**src/lzs_pkg.sv**
```systemverilog
// Shared types, phase codes, substream codes and the block-start helper for the splitter.
`timescale 1ns / 1ps
package lzs_pkg;

    localparam int HEADER_BYTES = 6;

    localparam int BLK_CNT_W = 24;
    localparam int LIT_CNT_W = 9;
    localparam int HDR_IDX_W = 3;
    localparam int PHASE_W   = 3;
    localparam int SEL_W     = 3;

    // Parse phases
    localparam logic [PHASE_W-1:0] PH_HEADER = 3'd0;
    localparam logic [PHASE_W-1:0] PH_SIZE   = 3'd1;
    localparam logic [PHASE_W-1:0] PH_EXTRA  = 3'd2;
    localparam logic [PHASE_W-1:0] PH_LITS   = 3'd3;
    localparam logic [PHASE_W-1:0] PH_OFFLO  = 3'd4;
    localparam logic [PHASE_W-1:0] PH_OFFHI  = 3'd5;
    localparam logic [PHASE_W-1:0] PH_DONE   = 3'd6;

    // Substream codes
    localparam logic [SEL_W-1:0] SEL_SIZE  = 3'd0;
    localparam logic [SEL_W-1:0] SEL_OFFHI = 3'd1;
    localparam logic [SEL_W-1:0] SEL_OFFLO = 3'd2;
    localparam logic [SEL_W-1:0] SEL_LIT   = 3'd3;
    localparam logic [SEL_W-1:0] SEL_XLIT  = 3'd4;
    localparam logic [SEL_W-1:0] SEL_XREP  = 3'd5;

    localparam logic [2:0]           LOW3_EXT      = 3'd7;
    localparam logic [LIT_CNT_W-1:0] LIT_EXT_BASE  = 9'd8;
    localparam logic [HDR_IDX_W-1:0] HDR_CNT_B0    = 3'd3;
    localparam logic [HDR_IDX_W-1:0] HDR_CNT_B1    = 3'd4;
    localparam logic [HDR_IDX_W-1:0] HDR_CNT_B2    = 3'd5;
    localparam logic [HDR_IDX_W-1:0] HDR_LEN       = HDR_IDX_W'(HEADER_BYTES);

    typedef struct packed {
        logic       start;
        logic [7:0] data;
    } t_in_word;

    typedef struct packed {
        logic             vld;
        logic [SEL_W-1:0] sel;
        logic [7:0]       data;
        logic             last;
    } t_result;

    typedef struct packed {
        logic                 is_lit;
        logic [LIT_CNT_W-1:0] remaining;
        logic [PHASE_W-1:0]   phase;
    } t_blk;

    // Decodes one size nibble into the first parse phase of its block.
    function automatic t_blk begin_block(input logic [3:0] nib);
        t_blk blk;
        blk.is_lit = nib[3];
        if (nib[2:0] == LOW3_EXT) begin
            blk.remaining = LIT_EXT_BASE;
            blk.phase     = PH_EXTRA;
        end else if (nib[3]) begin
            blk.remaining = LIT_CNT_W'(nib[2:0]) + LIT_CNT_W'(1);
            blk.phase     = PH_LITS;
        end else begin
            blk.remaining = '0;
            blk.phase     = PH_OFFLO;
        end
        return blk;
    endfunction

endpackage

```
**src/lzs_in_stage.sv**
```systemverilog
// Input register of the splitter: holds one word and frees itself as the parser consumes it.
`timescale 1ns / 1ps
module lzs_in_stage (
    input  logic              i_clk,
    input  logic              i_rst_n,
    input  logic              i_in_valid,
    output logic              o_in_stall,
    input  logic [7:0]        i_in_byte,
    input  logic              i_frame_start,
    input  logic              i_out_ready,
    output logic              o_adv,
    output lzs_pkg::t_in_word o_word
);
    import lzs_pkg::*;

    logic     r_valid;
    t_in_word r_word;
    logic     w_adv;
    logic     w_load;

    // The held word is consumed whenever the result register can take its outcome.
    assign w_adv      = r_valid && i_out_ready;
    assign w_load     = !r_valid || w_adv;
    assign o_in_stall = !w_load;
    assign o_adv      = w_adv;
    assign o_word     = r_word;

    always_ff @(posedge i_clk) begin
        if (!i_rst_n) begin
            r_valid <= 1'b0;
        end else if (w_load) begin
            r_valid <= i_in_valid;
        end
    end

    always_ff @(posedge i_clk) begin
        if (w_load && i_in_valid) begin
            r_word.start <= i_frame_start;
            r_word.data  <= i_in_byte;
        end
    end

endmodule

```
**src/lzs_parser.sv**
```systemverilog
// Parse state and its combinational update: routes at most one byte per consumed word.
`timescale 1ns / 1ps
module lzs_parser (
    input  logic              i_clk,
    input  logic              i_rst_n,
    input  logic              i_adv,
    input  lzs_pkg::t_in_word i_word,
    output lzs_pkg::t_result  o_res
);
    import lzs_pkg::*;

    logic [PHASE_W-1:0]   r_phase,     n_phase;
    logic [HDR_IDX_W-1:0] r_hdr_idx,   n_hdr_idx;
    logic [BLK_CNT_W-1:0] r_blk_total, n_blk_total;
    logic [BLK_CNT_W-1:0] r_blk_done,  n_blk_done;
    logic [3:0]           r_saved_nib, n_saved_nib;
    logic                 r_second,    n_second;
    logic                 r_is_lit,    n_is_lit;
    logic [LIT_CNT_W-1:0] r_lit_rem,   n_lit_rem;

    logic [PHASE_W-1:0]   e_phase;
    logic [HDR_IDX_W-1:0] e_hdr_idx;
    logic [BLK_CNT_W-1:0] e_blk_total;
    logic [BLK_CNT_W-1:0] e_blk_done;
    logic [3:0]           e_saved_nib;
    logic                 e_second;
    logic                 e_is_lit;
    logic [LIT_CNT_W-1:0] e_lit_rem;

    logic [HDR_IDX_W-1:0] w_idx_inc;
    logic [BLK_CNT_W-1:0] w_done_inc;
    logic                 w_end;
    t_blk                 w_blk;
    t_blk                 w_blk_next;

    // A frame start acts as a reset applied just before the byte is parsed.
    always_comb begin
        if (i_word.start) begin
            e_phase     = PH_HEADER;
            e_hdr_idx   = '0;
            e_blk_total = '0;
            e_blk_done  = '0;
            e_saved_nib = '0;
            e_second    = 1'b0;
            e_is_lit    = 1'b0;
            e_lit_rem   = '0;
        end else begin
            e_phase     = r_phase;
            e_hdr_idx   = r_hdr_idx;
            e_blk_total = r_blk_total;
            e_blk_done  = r_blk_done;
            e_saved_nib = r_saved_nib;
            e_second    = r_second;
            e_is_lit    = r_is_lit;
            e_lit_rem   = r_lit_rem;
        end
    end

    assign w_idx_inc  = e_hdr_idx + HDR_IDX_W'(1);
    assign w_done_inc = e_blk_done + BLK_CNT_W'(1);
    assign w_blk      = begin_block(i_word.data[7:4]);
    assign w_blk_next = begin_block(e_saved_nib);

    always_comb begin
        n_phase     = e_phase;
        n_hdr_idx   = e_hdr_idx;
        n_blk_total = e_blk_total;
        n_blk_done  = e_blk_done;
        n_saved_nib = e_saved_nib;
        n_second    = e_second;
        n_is_lit    = e_is_lit;
        n_lit_rem   = e_lit_rem;
        o_res.vld   = 1'b0;
        o_res.sel   = SEL_SIZE;
        o_res.data  = i_word.data;
        o_res.last  = 1'b0;
        w_end       = 1'b0;

        case (e_phase)
            PH_HEADER: begin
                if (e_hdr_idx == HDR_CNT_B0) begin
                    n_blk_total = BLK_CNT_W'(i_word.data);
                end else if (e_hdr_idx == HDR_CNT_B1) begin
                    n_blk_total = {e_blk_total[23:16], i_word.data, e_blk_total[7:0]};
                end else if (e_hdr_idx == HDR_CNT_B2) begin
                    n_blk_total = {i_word.data, e_blk_total[15:0]};
                end
                n_hdr_idx = w_idx_inc;
                if (w_idx_inc >= HDR_LEN) begin
                    n_hdr_idx  = '0;
                    n_blk_done = '0;
                    n_phase    = (n_blk_total == '0) ? PH_DONE : PH_SIZE;
                end
            end
            PH_SIZE: begin
                o_res.vld   = 1'b1;
                o_res.sel   = SEL_SIZE;
                n_saved_nib = i_word.data[3:0];
                n_second    = 1'b0;
                n_is_lit    = w_blk.is_lit;
                n_lit_rem   = w_blk.remaining;
                n_phase     = w_blk.phase;
            end
            PH_EXTRA: begin
                o_res.vld = 1'b1;
                if (e_is_lit) begin
                    o_res.sel = SEL_XLIT;
                    n_lit_rem = LIT_EXT_BASE + LIT_CNT_W'(i_word.data);
                    n_phase   = PH_LITS;
                end else begin
                    o_res.sel = SEL_XREP;
                    n_phase   = PH_OFFLO;
                end
            end
            PH_LITS: begin
                o_res.vld = 1'b1;
                o_res.sel = SEL_LIT;
                if (e_lit_rem != '0) begin
                    n_lit_rem = e_lit_rem - LIT_CNT_W'(1);
                end
                w_end = (n_lit_rem == '0);
            end
            PH_OFFLO: begin
                o_res.vld = 1'b1;
                o_res.sel = SEL_OFFLO;
                n_phase   = PH_OFFHI;
            end
            PH_OFFHI: begin
                o_res.vld = 1'b1;
                o_res.sel = SEL_OFFHI;
                w_end     = 1'b1;
            end
            default: begin
                o_res.vld = 1'b0;
            end
        endcase

        // Closing a block either finishes the frame, starts the saved low nibble,
        // or goes back for the next size byte.
        if (w_end) begin
            n_blk_done = w_done_inc;
            if (w_done_inc == e_blk_total) begin
                n_phase    = PH_DONE;
                o_res.last = 1'b1;
            end else if (!e_second) begin
                n_second  = 1'b1;
                n_is_lit  = w_blk_next.is_lit;
                n_lit_rem = w_blk_next.remaining;
                n_phase   = w_blk_next.phase;
            end else begin
                n_phase = PH_SIZE;
            end
        end
    end

    always_ff @(posedge i_clk) begin
        if (!i_rst_n) begin
            r_phase     <= PH_HEADER;
            r_hdr_idx   <= '0;
            r_blk_total <= '0;
            r_blk_done  <= '0;
            r_saved_nib <= '0;
            r_second    <= 1'b0;
            r_is_lit    <= 1'b0;
            r_lit_rem   <= '0;
        end else if (i_adv) begin
            r_phase     <= n_phase;
            r_hdr_idx   <= n_hdr_idx;
            r_blk_total <= n_blk_total;
            r_blk_done  <= n_blk_done;
            r_saved_nib <= n_saved_nib;
            r_second    <= n_second;
            r_is_lit    <= n_is_lit;
            r_lit_rem   <= n_lit_rem;
        end
    end

endmodule

```
**src/lzs_out_stage.sv**
```systemverilog
// Result register of the splitter: holds one routed word until downstream takes it.
`timescale 1ns / 1ps
module lzs_out_stage (
    input  logic                        i_clk,
    input  logic                        i_rst_n,
    input  logic                        i_adv,
    input  lzs_pkg::t_result            i_res,
    output logic                        o_ready,
    output logic                        o_out_valid,
    input  logic                        i_out_stall,
    output logic [lzs_pkg::SEL_W-1:0]   o_stream_sel,
    output logic [7:0]                  o_out_byte,
    output logic                        o_frame_last
);
    import lzs_pkg::*;

    logic    r_valid;
    t_result r_res;
    logic    w_ready;

    assign w_ready      = !r_valid || !i_out_stall;
    assign o_ready      = w_ready;
    assign o_out_valid  = r_valid;
    assign o_stream_sel = r_res.sel;
    assign o_out_byte   = r_res.data;
    assign o_frame_last = r_res.last;

    always_ff @(posedge i_clk) begin
        if (!i_rst_n) begin
            r_valid <= 1'b0;
        end else if (w_ready) begin
            r_valid <= i_adv && i_res.vld;
        end
    end

    always_ff @(posedge i_clk) begin
        if (w_ready && i_adv && i_res.vld) begin
            r_res <= i_res;
        end
    end

endmodule

```
**src/lz_token_stream_splitter_top.sv**
```systemverilog
// Top level of the token stream splitter: input register, parser and result register.
//
//  channel   direction  handshake                 payload
//  in        input      i_in_valid / o_in_stall   i_in_byte, i_frame_start
//  out       output     o_out_valid / i_out_stall o_stream_sel, o_out_byte, o_frame_last
//
// A word passes through the input register, from which the parser updates its state,
// and then the result register, which holds the outcome.
// One word is accepted per cycle while the output does not stall; header and trailing words produce no result.
// Reset is synchronous on i_rst_n and puts the parser back into the header phase.
// A stall on the output holds the result register and, through it, the input side.
`timescale 1ns / 1ps
module lz_token_stream_splitter_top (
    input  logic                      i_clk,
    input  logic                      i_rst_n,
    input  logic                      i_in_valid,
    output logic                      o_in_stall,
    input  logic [7:0]                i_in_byte,
    input  logic                      i_frame_start,
    output logic                      o_out_valid,
    input  logic                      i_out_stall,
    output logic [lzs_pkg::SEL_W-1:0] o_stream_sel,
    output logic [7:0]                o_out_byte,
    output logic                      o_frame_last
);
    import lzs_pkg::*;

    logic     w_out_ready;
    logic     w_adv;
    t_in_word w_word;
    t_result  w_res;

    lzs_in_stage u_in_stage (
        .i_clk         (i_clk),
        .i_rst_n       (i_rst_n),
        .i_in_valid    (i_in_valid),
        .o_in_stall    (o_in_stall),
        .i_in_byte     (i_in_byte),
        .i_frame_start (i_frame_start),
        .i_out_ready   (w_out_ready),
        .o_adv         (w_adv),
        .o_word        (w_word)
    );

    lzs_parser u_parser (
        .i_clk   (i_clk),
        .i_rst_n (i_rst_n),
        .i_adv   (w_adv),
        .i_word  (w_word),
        .o_res   (w_res)
    );

    lzs_out_stage u_out_stage (
        .i_clk        (i_clk),
        .i_rst_n      (i_rst_n),
        .i_adv        (w_adv),
        .i_res        (w_res),
        .o_ready      (w_out_ready),
        .o_out_valid  (o_out_valid),
        .i_out_stall  (i_out_stall),
        .o_stream_sel (o_stream_sel),
        .o_out_byte   (o_out_byte),
        .o_frame_last (o_frame_last)
    );

endmodule

```
**config.mk**
```make
export PLATFORM = sky130hd
export DESIGN_NAME = lz_token_stream_splitter_top
export DESIGN_NICKNAME = d
export VERILOG_FILES = /design/src/lzs_pkg.sv /design/src/lzs_in_stage.sv /design/src/lzs_parser.sv /design/src/lzs_out_stage.sv /design/src/lz_token_stream_splitter_top.sv
export SDC_FILE = /design/constraint.sdc
export NUM_CORES = 1
export LEC_CHECK = 0
export ABC_CLOCK_PERIOD_IN_PS = 4030
export BUFFER_PORTS_ARGS = -buffer_cell sky130_fd_sc_hd__buf_4
export CAP_MARGIN = 20
export CORE_ASPECT_RATIO = 1.1
export CORE_MARGIN = 2
export CORE_UTILIZATION = 29
export CTS_CLUSTER_DIAMETER = 30
export DETAILED_ROUTE_END_ITERATION = 10
export GPL_TIMING_DRIVEN = 0
export PLACE_DENSITY_LB_ADDON = 0.12
export SLEW_MARGIN = 30
export SYNTH_ARGS = -nofsm -noshare
export SYNTH_HDL_FRONTEND = slang
export SYNTH_SLANG_ARGS = --single-unit
```
**constraint.sdc**
```tcl
create_clock -name i_clk -period 4.03 [get_ports i_clk]
set_input_delay 0 -clock i_clk [delete_from_list [all_inputs] [get_ports i_clk]]
set_output_delay 0 -clock i_clk [all_outputs]
set_load 0.01 [all_outputs]
```
=== Word level (Yosys, flattened, before mapping) ===
Index checks and enable logic that the tools add are counted.

* $add $sub $neg: 6
* Order comparisons: 1
* Equality and inequality tests: 11
* Multiplexer cells: 50
* Reduce and logical (&&, ||, !) cells: 16

{| class="wikitable"
|+ Operators by type and width
! operator !! number
|-
| $mux 24 || 10
|-
| $mux 9 || 7
|-
| $mux 12 || 4
|-
| $mux 3 || 10
|-
| $pmux 9 s3 || 1
|-
| $add 24x1->24 const B || 1
|-
| $eq 24x24->1 || 1
|-
| $logic_not 24->1 || 1
|-
| $pmux 3 s4 || 2
|-
| $eq 3x3->1 const B || 6
|-
| $mux 1 || 13
|-
| $add 4x8->9 const A || 1
|-
| $eq 3x2->1 const B || 3
|-
| $logic_not 9->1 || 1
|-
| $reduce_bool 9->1 || 1
|-
| $sub 9x1->9 const B || 1
|-
| $add 3x1->4 const B || 2
|-
| $mux 4 || 2
|-
| $logic_and 1x1->1 || 5
|-
| $reduce_or 5->1 || 1
|-
| $logic_not 1->1 || 4
|-
| $add 3x1->3 const B || 1
|-
| $eq 3x1->1 const B || 1
|-
| $ge 3x3->1 const B || 1
|-
| 3 further kinds || 4
|}

* Bits in registers: 92
* Output and inout bits: 14
* Logic and storage cells: 99

=== Depth between registers and ports, before layout ===
Gate-level depths: netlist (run 1).

* Depth after elaboration: 11
* Gate-level depth with buffers: 15
* Gate-level depth less buffers: 11

=== Modules after synthesis ===
A second synthesis (run 1) with hierarchy kept.

* Cells, all modules: 711
* Area total of the unflattened synthesis: 5,858.1 um2

{| class="wikitable"
|+ By module, submodules not included
! module !! instances !! cells an instance !! area each (um2) !! seq. area each (um2)
|-
| lzs_parser || 1 || 680 || 5,127.4 || 1,381.3
|-
| lzs_out_stage || 1 || 17 || 406.6 || 380.4
|-
| lzs_in_stage || 1 || 14 || 324.1 || 290.3
|}

=== Worst setup path before layout (run 1) ===
OpenSTA, ideal clock, no wires.

* Kind: register to register
* Start: register u_in_stage.r_word, in the netlist u_in_stage.o_word[8]
* End: register u_parser.r_lit_rem[2]
* Arrival: 4.072 ns
* Required time: 3.927 ns
* Path slack: -0.146 ns
* Stages on the path, launching flop included: 16
* Cell sequence: edfxtp_1 > buf_6 > clkbuf_8 > clkbuf_1 > buf_6 > clkbuf_1 > nor2b_1 > ha_1 > nand4b_1 > nor4_1 > nand4_1 > a211oi_1 > o21ai_0 > or4b_4 > and3_1 > a2111oi_2

* Cells in the longest elaborated chain, start to end: 8

{| class="wikitable"
|+ RTL lines
! item !! line !! source
|-
| from (decl) || lzs_in_stage.sv:17 || <nowiki>t_in_word r_word;</nowiki>
|-
| $mux 9 || lzs_parser.sv:38 || <nowiki>if (i_word.start) begin</nowiki>
|-
| $sub 9x1->9 / $reduce_bool 9->1 (equally long branches) || lzs_parser.sv:119, lzs_parser.sv:118 ||
|-
| $mux 9 || lzs_parser.sv:118 || <nowiki>if (e_lit_rem != '0) begin</nowiki>
|-
| $mux 9 || lzs_parser.sv:79 || <nowiki>case (e_phase)</nowiki>
|-
| $pmux 9 s3 || lzs_parser.sv:79 ||
|-
| $mux 9 || lzs_parser.sv:145 || <nowiki>end else if (!e_second) begin</nowiki>
|-
| $mux 9 || lzs_parser.sv:142 || <nowiki>if (w_done_inc == e_blk_total) begin</nowiki>
|-
| $mux 9 (*) || lzs_parser.sv:140 || <nowiki>if (w_end) begin</nowiki>
|-
| to (signal assigned) || lzs_parser.sv:174 || <nowiki>r_lit_rem <= n_lit_rem;</nowiki>
|-
| to (decl) || lzs_parser.sv:19 || <nowiki>logic [LIT_CNT_W-1:0] r_lit_rem, n_lit_rem;</nowiki>
|}

Every way passes the cells marked *; elsewhere a longest branch is shown, timed or not. The select of a mux whose other input is x is not followed.
A chain may end at the register's enable or synchronous reset.

=== Worst setup path after layout (run 1) ===
Ends and elaborated chain as after synthesis.

==> impl_metrics.ini, run 1 <==
[synthesis]
synth_top_flop_cell = dfxtp_1
synth_edf_count = 21
syn_inst = 735
netlist_area_mm2 = 0.00597
yosysWarningCount = 0
synth_cell_types = 87
yosysSeqAreaShare = 0.344
postSynth.asyncResetShare = 0
syn_avg_cell_area_um2 = 8.13
ys_seq_elements = 92
syn_nets = 757

[global_routing]
grt.overflow.total = 0
grt_max_degree = 20
grt_pass1_vias = 6113
met3_usage = 0.0310
antenna_found_initial = 1
grt.total_usage = 0.209
top_usage_layer = met2
grt_pass1_wl_um = 35000
use_met1 = 0.265
met2_usage = 0.345

[cells_and_area]
finalInstanceArea_mm2 = 0.00725
syn_to_final_growth_pct = 21.4
n_antenna_cell = 0
nets = 820
drive_above_1_share = 0.154

[hold_path]
hold_class = in -> reg
min_path_cells = 3

[setup_path]
max_stage_delay_ns = 0.59
cp_max_fo = 10
cp.arrival_ns = 4.23
path_cells = buf_6 -> clkbuf_16 -> clkbuf_16 -> clkbuf_16 -> nor2b_4 -> ha_4 -> nand4b_1 -> buf_6 -> or4_4 -> xnor2_2 -> o2111a_2 -> a41oi_4 -> or4b_4 -> and3_4 -> a2111oi_2
end_kind = flip-flop
cp_top_family = simple AND/OR/NAND/NOR gates
path_depth = 15
crit_top_cell = clkbuf_16
path_buf_inv = 5
r2r_slack_ns = 0.06
start_kind = flip-flop
critPathKind = reg -> reg
crit_required_ns = 4.29
r2r_cells = 15
critical_path.slowest_cell = or4b_4

[sta]
hold_viol = 0
slew_violations = 0
max_slew.worst_pin.slew_ns = 0.944
fin_skew_ns = 0.0104
period_share = 0.984
rsz0062_at_grt = true
fmax_mhz = 252
timing.hold.ws_ns = 0.0587
setup_viol = 0
maxSlewHeadroom = 0.365
fin_crit_ns = 3.97

[clocking]
clk_path_buf_depth = 2
clock_latency_ns = 0.36
clock-sinks = 92
cts-buffers-inserted = 9
cts_root_buffer = clkbuf_16
tritoncts = built
htree_levels = 3
path_clk_slew_ns = 0.08

[die]
std_cell_rows = 55
die_w_um = 141
dieArea_mm2 = 0.0218
die_height_um = 155
start_util = 0.293
ios = 27
core_mm2 = 0.0204

[placed_design]
dpl_cell_area_mm2 = 0.00653
dp_hpwl_um = 16700
gp_congestion = 0.896
port_buffers = 26

[outcome]
status = finished, final reports clean

[drt]
via_per_inst = 5.83
first_iter_violations = 514
wl_per_cell_um = 21.3
first_pass_iters = 6
drc = 0
vias = 6170
wl_um = 22500
ant_nets = 0

[power_and_ir_drop]
p_leak_nw = 2.53
vdd_drop_max_mv = 0.217
power.total_mw = 2.10
p_per_area_mw_per_mm2 = 290

[job]
drv_cap = 0
placed cells by master (no fill, tap or decap), types with 7 or more instances in the layout:
cell,count
a21oi_1,51
a221oi_1,7
a22oi_1,34
and2_1,7
and3_1,10
buf_4,42
clkbuf_1,26
clkbuf_16,12
dfxtp_1,71
dlygate4sd3_1,11
edfxtp_1,21
ha_1,7
inv_1,13
nand2_1,54
nand2b_1,9
nand3_1,25
nand4_1,11
nor2_1,89
nor2b_1,9
nor3_1,30
nor4_1,10
o21ai_0,43
or3_1,7
xnor2_1,16
xor2_1,16
metal layers:
metal | vias up | routed length (µm)
met3 | 53 | 979
met1 | 2966 | 9940
met4 | 0 | 976
met2 | 230 | 10600
met5 | - | 0
li1 | 2921 | -
Yosys cell counts (10+ instances only):
library cell  instances  area (µm²)
a21oi_1              52         260
a22oi_1              34         255
and3_1               11        68.8
clkbuf_1             33         124
dfxtp_1              71        1420
edfxtp_1             21         631
inv_1                13        48.8
nand2_1              54         203
nand3_1              25         125
nand4_1              11        68.8
nor2_1               91         342
nor2b_1              10        62.6
nor3_1               33         165
nor4_1               13        81.3
o21ai_0              45         225
xnor2_1              17         149
xor2_1               16         140
power breakdown:
| part | leakage, nW | switching (mW) | internal (mW) |
|---|---|---|---|
| combinational | 1.61 | 0.150 | 0.0817 |
| sequential | 0.769 | 0.0205 | 0.957 |
| clock | 0.146 | 0.449 | 0.443 |
| total | 2.53 | 0.620 | 1.48 |
worst min-delay path, stage by stage:
cell and delay [ns]:
buf_4 0.13, clkinv_1 0.18, a2111oi_2 0.05
layout make-up:
type / count / area, µm²
flip-flops and latches: 92 / 2050
clock inverters: 7 / 77.6
plain buffers: 46 / 319
fillers: 2092 / 13100
repair buffers: 53 / 439
inverters: 14 / 52.6
well taps: 256 / 320
clock buffers: 9 / 225
multi-input cells: 582 / 3760
metrics by stage:
stage	cells	setup WS [ns]	utilization	setup TNS, ns
final	1059	0.0636	0.356	0
after global routing	1059	-0.104	0.356	-0.104
after CTS	1057	0.00592	0.353	0
after detailed placement	1019	-1.71	0.321	-48.58
after global placement	1017	-2.04	0.319	-56.98
after floorplan	735	0.0602	-	0
final timing paths:
check                            start                        end
setup / recovery  u_in_stage.o_word[8]      u_parser.r_lit_rem[2]
hold / removal                 i_rst_n      u_parser.r_lit_rem[2]
setup reg to reg  u_in_stage.o_word[8]      u_parser.r_lit_rem[2]
hold reg to reg   u_in_stage.o_word[7]  u_out_stage.o_out_byte[7]
cells by family (layout without fill, tap and decap cells):
group | count (synthesis) | count (layout) | share of synthesized area
buf+inv | 61 | 129 | 0.0526
flops | 92 | 92 | 0.344
xor+xnor | 34 | 34 | 0.0522
simple gates | 314 | 314 | 0.274
fa+ha+maj | 9 | 9 | 0.0189
mux | 4 | 4 | 0.00712
compound gates | 221 | 221 | 0.252
flip-flops by register name, indices dropped and copies added, names as in the netlist:
register,count
u_parser.r_is_lit,1
u_in_stage.r_valid,1
u_out_stage.o_stream_sel,3
u_parser.r_second,1
u_out_stage.o_out_byte,8
u_out_stage.o_frame_last,1
u_in_stage.o_word,9
u_parser.r_lit_rem,9
u_parser.r_blk_total,24
u_parser.r_hdr_idx,3
u_parser.r_saved_nib,4
u_out_stage.o_out_valid,1
u_parser.r_phase,3
u_parser.r_blk_done,24
timing repair:
item                                   4_1_cts  5_1_grt
buffers inserted                            12        2
pin swaps                                   10        3
endpoints found under the hold margin       11        0
setup endpoints to repair                   47       20
hold buffers                                11        0
gates resized for setup                     38        9
Note: power is estimated with default switching activity, not from simulation.
==> run 2, diff against run 1 <==
--- a/config.mk
+++ b/config.mk
@@ -7,14 +7,13 @@
 export LEC_CHECK = 0
 export ABC_CLOCK_PERIOD_IN_PS = 4030
 export BUFFER_PORTS_ARGS = -buffer_cell sky130_fd_sc_hd__buf_4
-export CAP_MARGIN = 20
 export CORE_ASPECT_RATIO = 1.1
 export CORE_MARGIN = 2
-export CORE_UTILIZATION = 29
+export CORE_UTILIZATION = 30
 export CTS_CLUSTER_DIAMETER = 30
 export DETAILED_ROUTE_END_ITERATION = 10
 export GPL_TIMING_DRIVEN = 0
-export PLACE_DENSITY_LB_ADDON = 0.12
+export PLACE_DENSITY = 0.46
 export SLEW_MARGIN = 30
 export SYNTH_ARGS = -nofsm -noshare
 export SYNTH_HDL_FRONTEND = slang
==> run 2 against run 1 <==
  * First-iteration DRC count rose by 1.8%
  * Largest power group unchanged
  * Critical endpoint unchanged
  * Utilization rose by 1.8 points
  * Via count rose by 1.1%
  * Global-route usage rose by 0.21 points
  * Routed wire length rose by 0.64%
  * Maximum frequency rose by 1.2%
  * Clock skew fell by 0.0045 ns
  * Final cell count rose by 0.38%
  * Sequential share of layout area fell by 0.37 points
==> impl_metrics.ini, run 2 (synthesis gave the netlist of run 1 again) <==
[sta]
rsz0062_at_grt = false
fmax_mhz = 255
fin_crit_ns = 3.92
fin_skew_ns = 0.00587
timing.hold.ws_ns = 0.0652
setup_tns_ns = 0
maxSlewHeadroom = 0.354
setup_viol = 0
hold_viol = 0
max_slew.worst_pin.slew_ns = 0.961
period_share = 0.973
slew_violations = 0

[die]
start_util = 0.304
ios = 27
die_height_um = 152
dieArea_mm2 = 0.0211
die_w_um = 139
std_cell_rows = 54
core_mm2 = 0.0197

[outcome]
status = finished, final reports clean

[drt]
wl_um = 22700
drc = 0
first_iter_violations = 523
ant_nets = 0
via_per_inst = 5.87
first_pass_iters = 5
vias = 6239
wl_per_cell_um = 21.3

[placed_design]
gp_congestion = 0.906
port_buffers = 26
dp_hpwl_um = 16300
dpl_cell_area_mm2 = 0.00654

[clocking]
clock-sinks = 92
cts-buffers-inserted = 9
clock_latency_ns = 0.36
tritoncts = built
path_clk_slew_ns = 0.07
cts_root_buffer = clkbuf_16
htree_levels = 3
clk_path_buf_depth = 2

[power_and_ir_drop]
vdd_drop_max_mv = 0.295
p_per_area_mw_per_mm2 = 286
p_leak_nw = 2.58

[job]
drv_cap = 0

[cells_and_area]
seq_area_mm2 = 0.00205
syn_to_final_growth_pct = 23.0
largest_registers = u_parser.r_blk_done (24), u_parser.r_blk_total (24)
nets = 828
layout_common_cells = nor2_1, dfxtp_1, nand2_1
fill_cells = 2023
finalInstanceArea_mm2 = 0.00735
final_common_cell = nor2_1
multi_input_comb_area_mm2 = 0.00379
n_antenna_cell = 0
drive_above_1_share = 0.165

[global_routing]
grt_pass1_wl_um = 34600
grt_pass1_vias = 5955
grt.overflow.total = 0
antenna_found_initial = 0
grt.total_usage = 0.211
grt_max_degree = 20

[setup_path]
cp.arrival_ns = 4.18
start_kind = flip-flop
end_kind = flip-flop
critPathKind = reg -> reg
cp_max_fo = 10
crit_required_ns = 4.29

[hold_path]
hold_class = in -> reg
run 2: final timing paths:
kind         cells past startpoint  slack, ns                        end            startpoint
min                              3       0.07      u_parser.r_lit_rem[2]               i_rst_n
max                             14       0.11      u_parser.r_lit_rem[2]  u_in_stage.o_word[8]
min reg2reg                      0       0.45  u_out_stage.o_out_byte[7]  u_in_stage.o_word[7]
max reg2reg                     14       0.11      u_parser.r_lit_rem[2]  u_in_stage.o_word[8]
run 2: critical path, stage by stage (launching register included):
cell and delay (ns):
edfxtp_1 0.47, buf_6 0.18, clkbuf_16 0.17, clkbuf_16 0.17
clkbuf_16 0.17, nor2b_4 0.13, ha_4 0.15, nand2b_1 0.07
or3_2 0.51, nor2_2 0.19, o311ai_1 0.17, a2111oi_2 0.41
or4b_4 0.57, and3_4 0.19, a2111oi_4 0.26
run 2: repair_timing:
action / in CTS / in global routing
cloned: 0 / 0
buffers inserted: 16 / 5
hold buffers: 11 / 0
resized for setup: 41 / 10
setup endpoints to repair: 39 / 19
hold endpoints to repair: 11 / 0
pin swaps: 8 / 6
run 2: power breakdown:
group	internal (mW)	leakage [nW]	switching (mW)	total, mW
combinational	0.0842	1.66	0.153	0.237
clock	0.442	0.148	0.446	0.888
sequential	0.957	0.769	0.0210	0.978
run 2: layout make-up:
type	instances	area share
Buffer	46	0.0426
Tap cell	252	0.0429
Timing Repair Buffer	61	0.0709
Clock buffer	9	0.0307
Sequential cell	92	0.279
Clock inverter	7	0.0107
Inverter	14	0.00715
Multi-Input combinational cell	582	0.516
run 2: per-stage QoR:
| step | setup WS [ns] | cells | util | power [mW] |
|---|---|---|---|---|
| 6_report | 0.110 | 1063 | 0.374 | 2.10 |
| 5_1_grt | 0.0204 | 1063 | 0.374 | 2.17 |
| 4_1_cts | 0.0564 | 1058 | 0.369 | 2.12 |
| 3_5_place_dp | -1.63 | 1016 | 0.332 | 1.20 |
| 3_3_place_gp | -1.95 | 1013 | 0.330 | 1.20 |
| 2_1_floorplan | 0.0602 | 735 | - | 1.11 |
run 2: routing by layer:
metal	global-route usage	share of wire	up-vias
met2	0.347	0.46	252
met4	0.103	0.048	0
li1	-	-	2909
met3	0.0356	0.057	68
met5	0	0	-
met1	0.269	0.43	3010
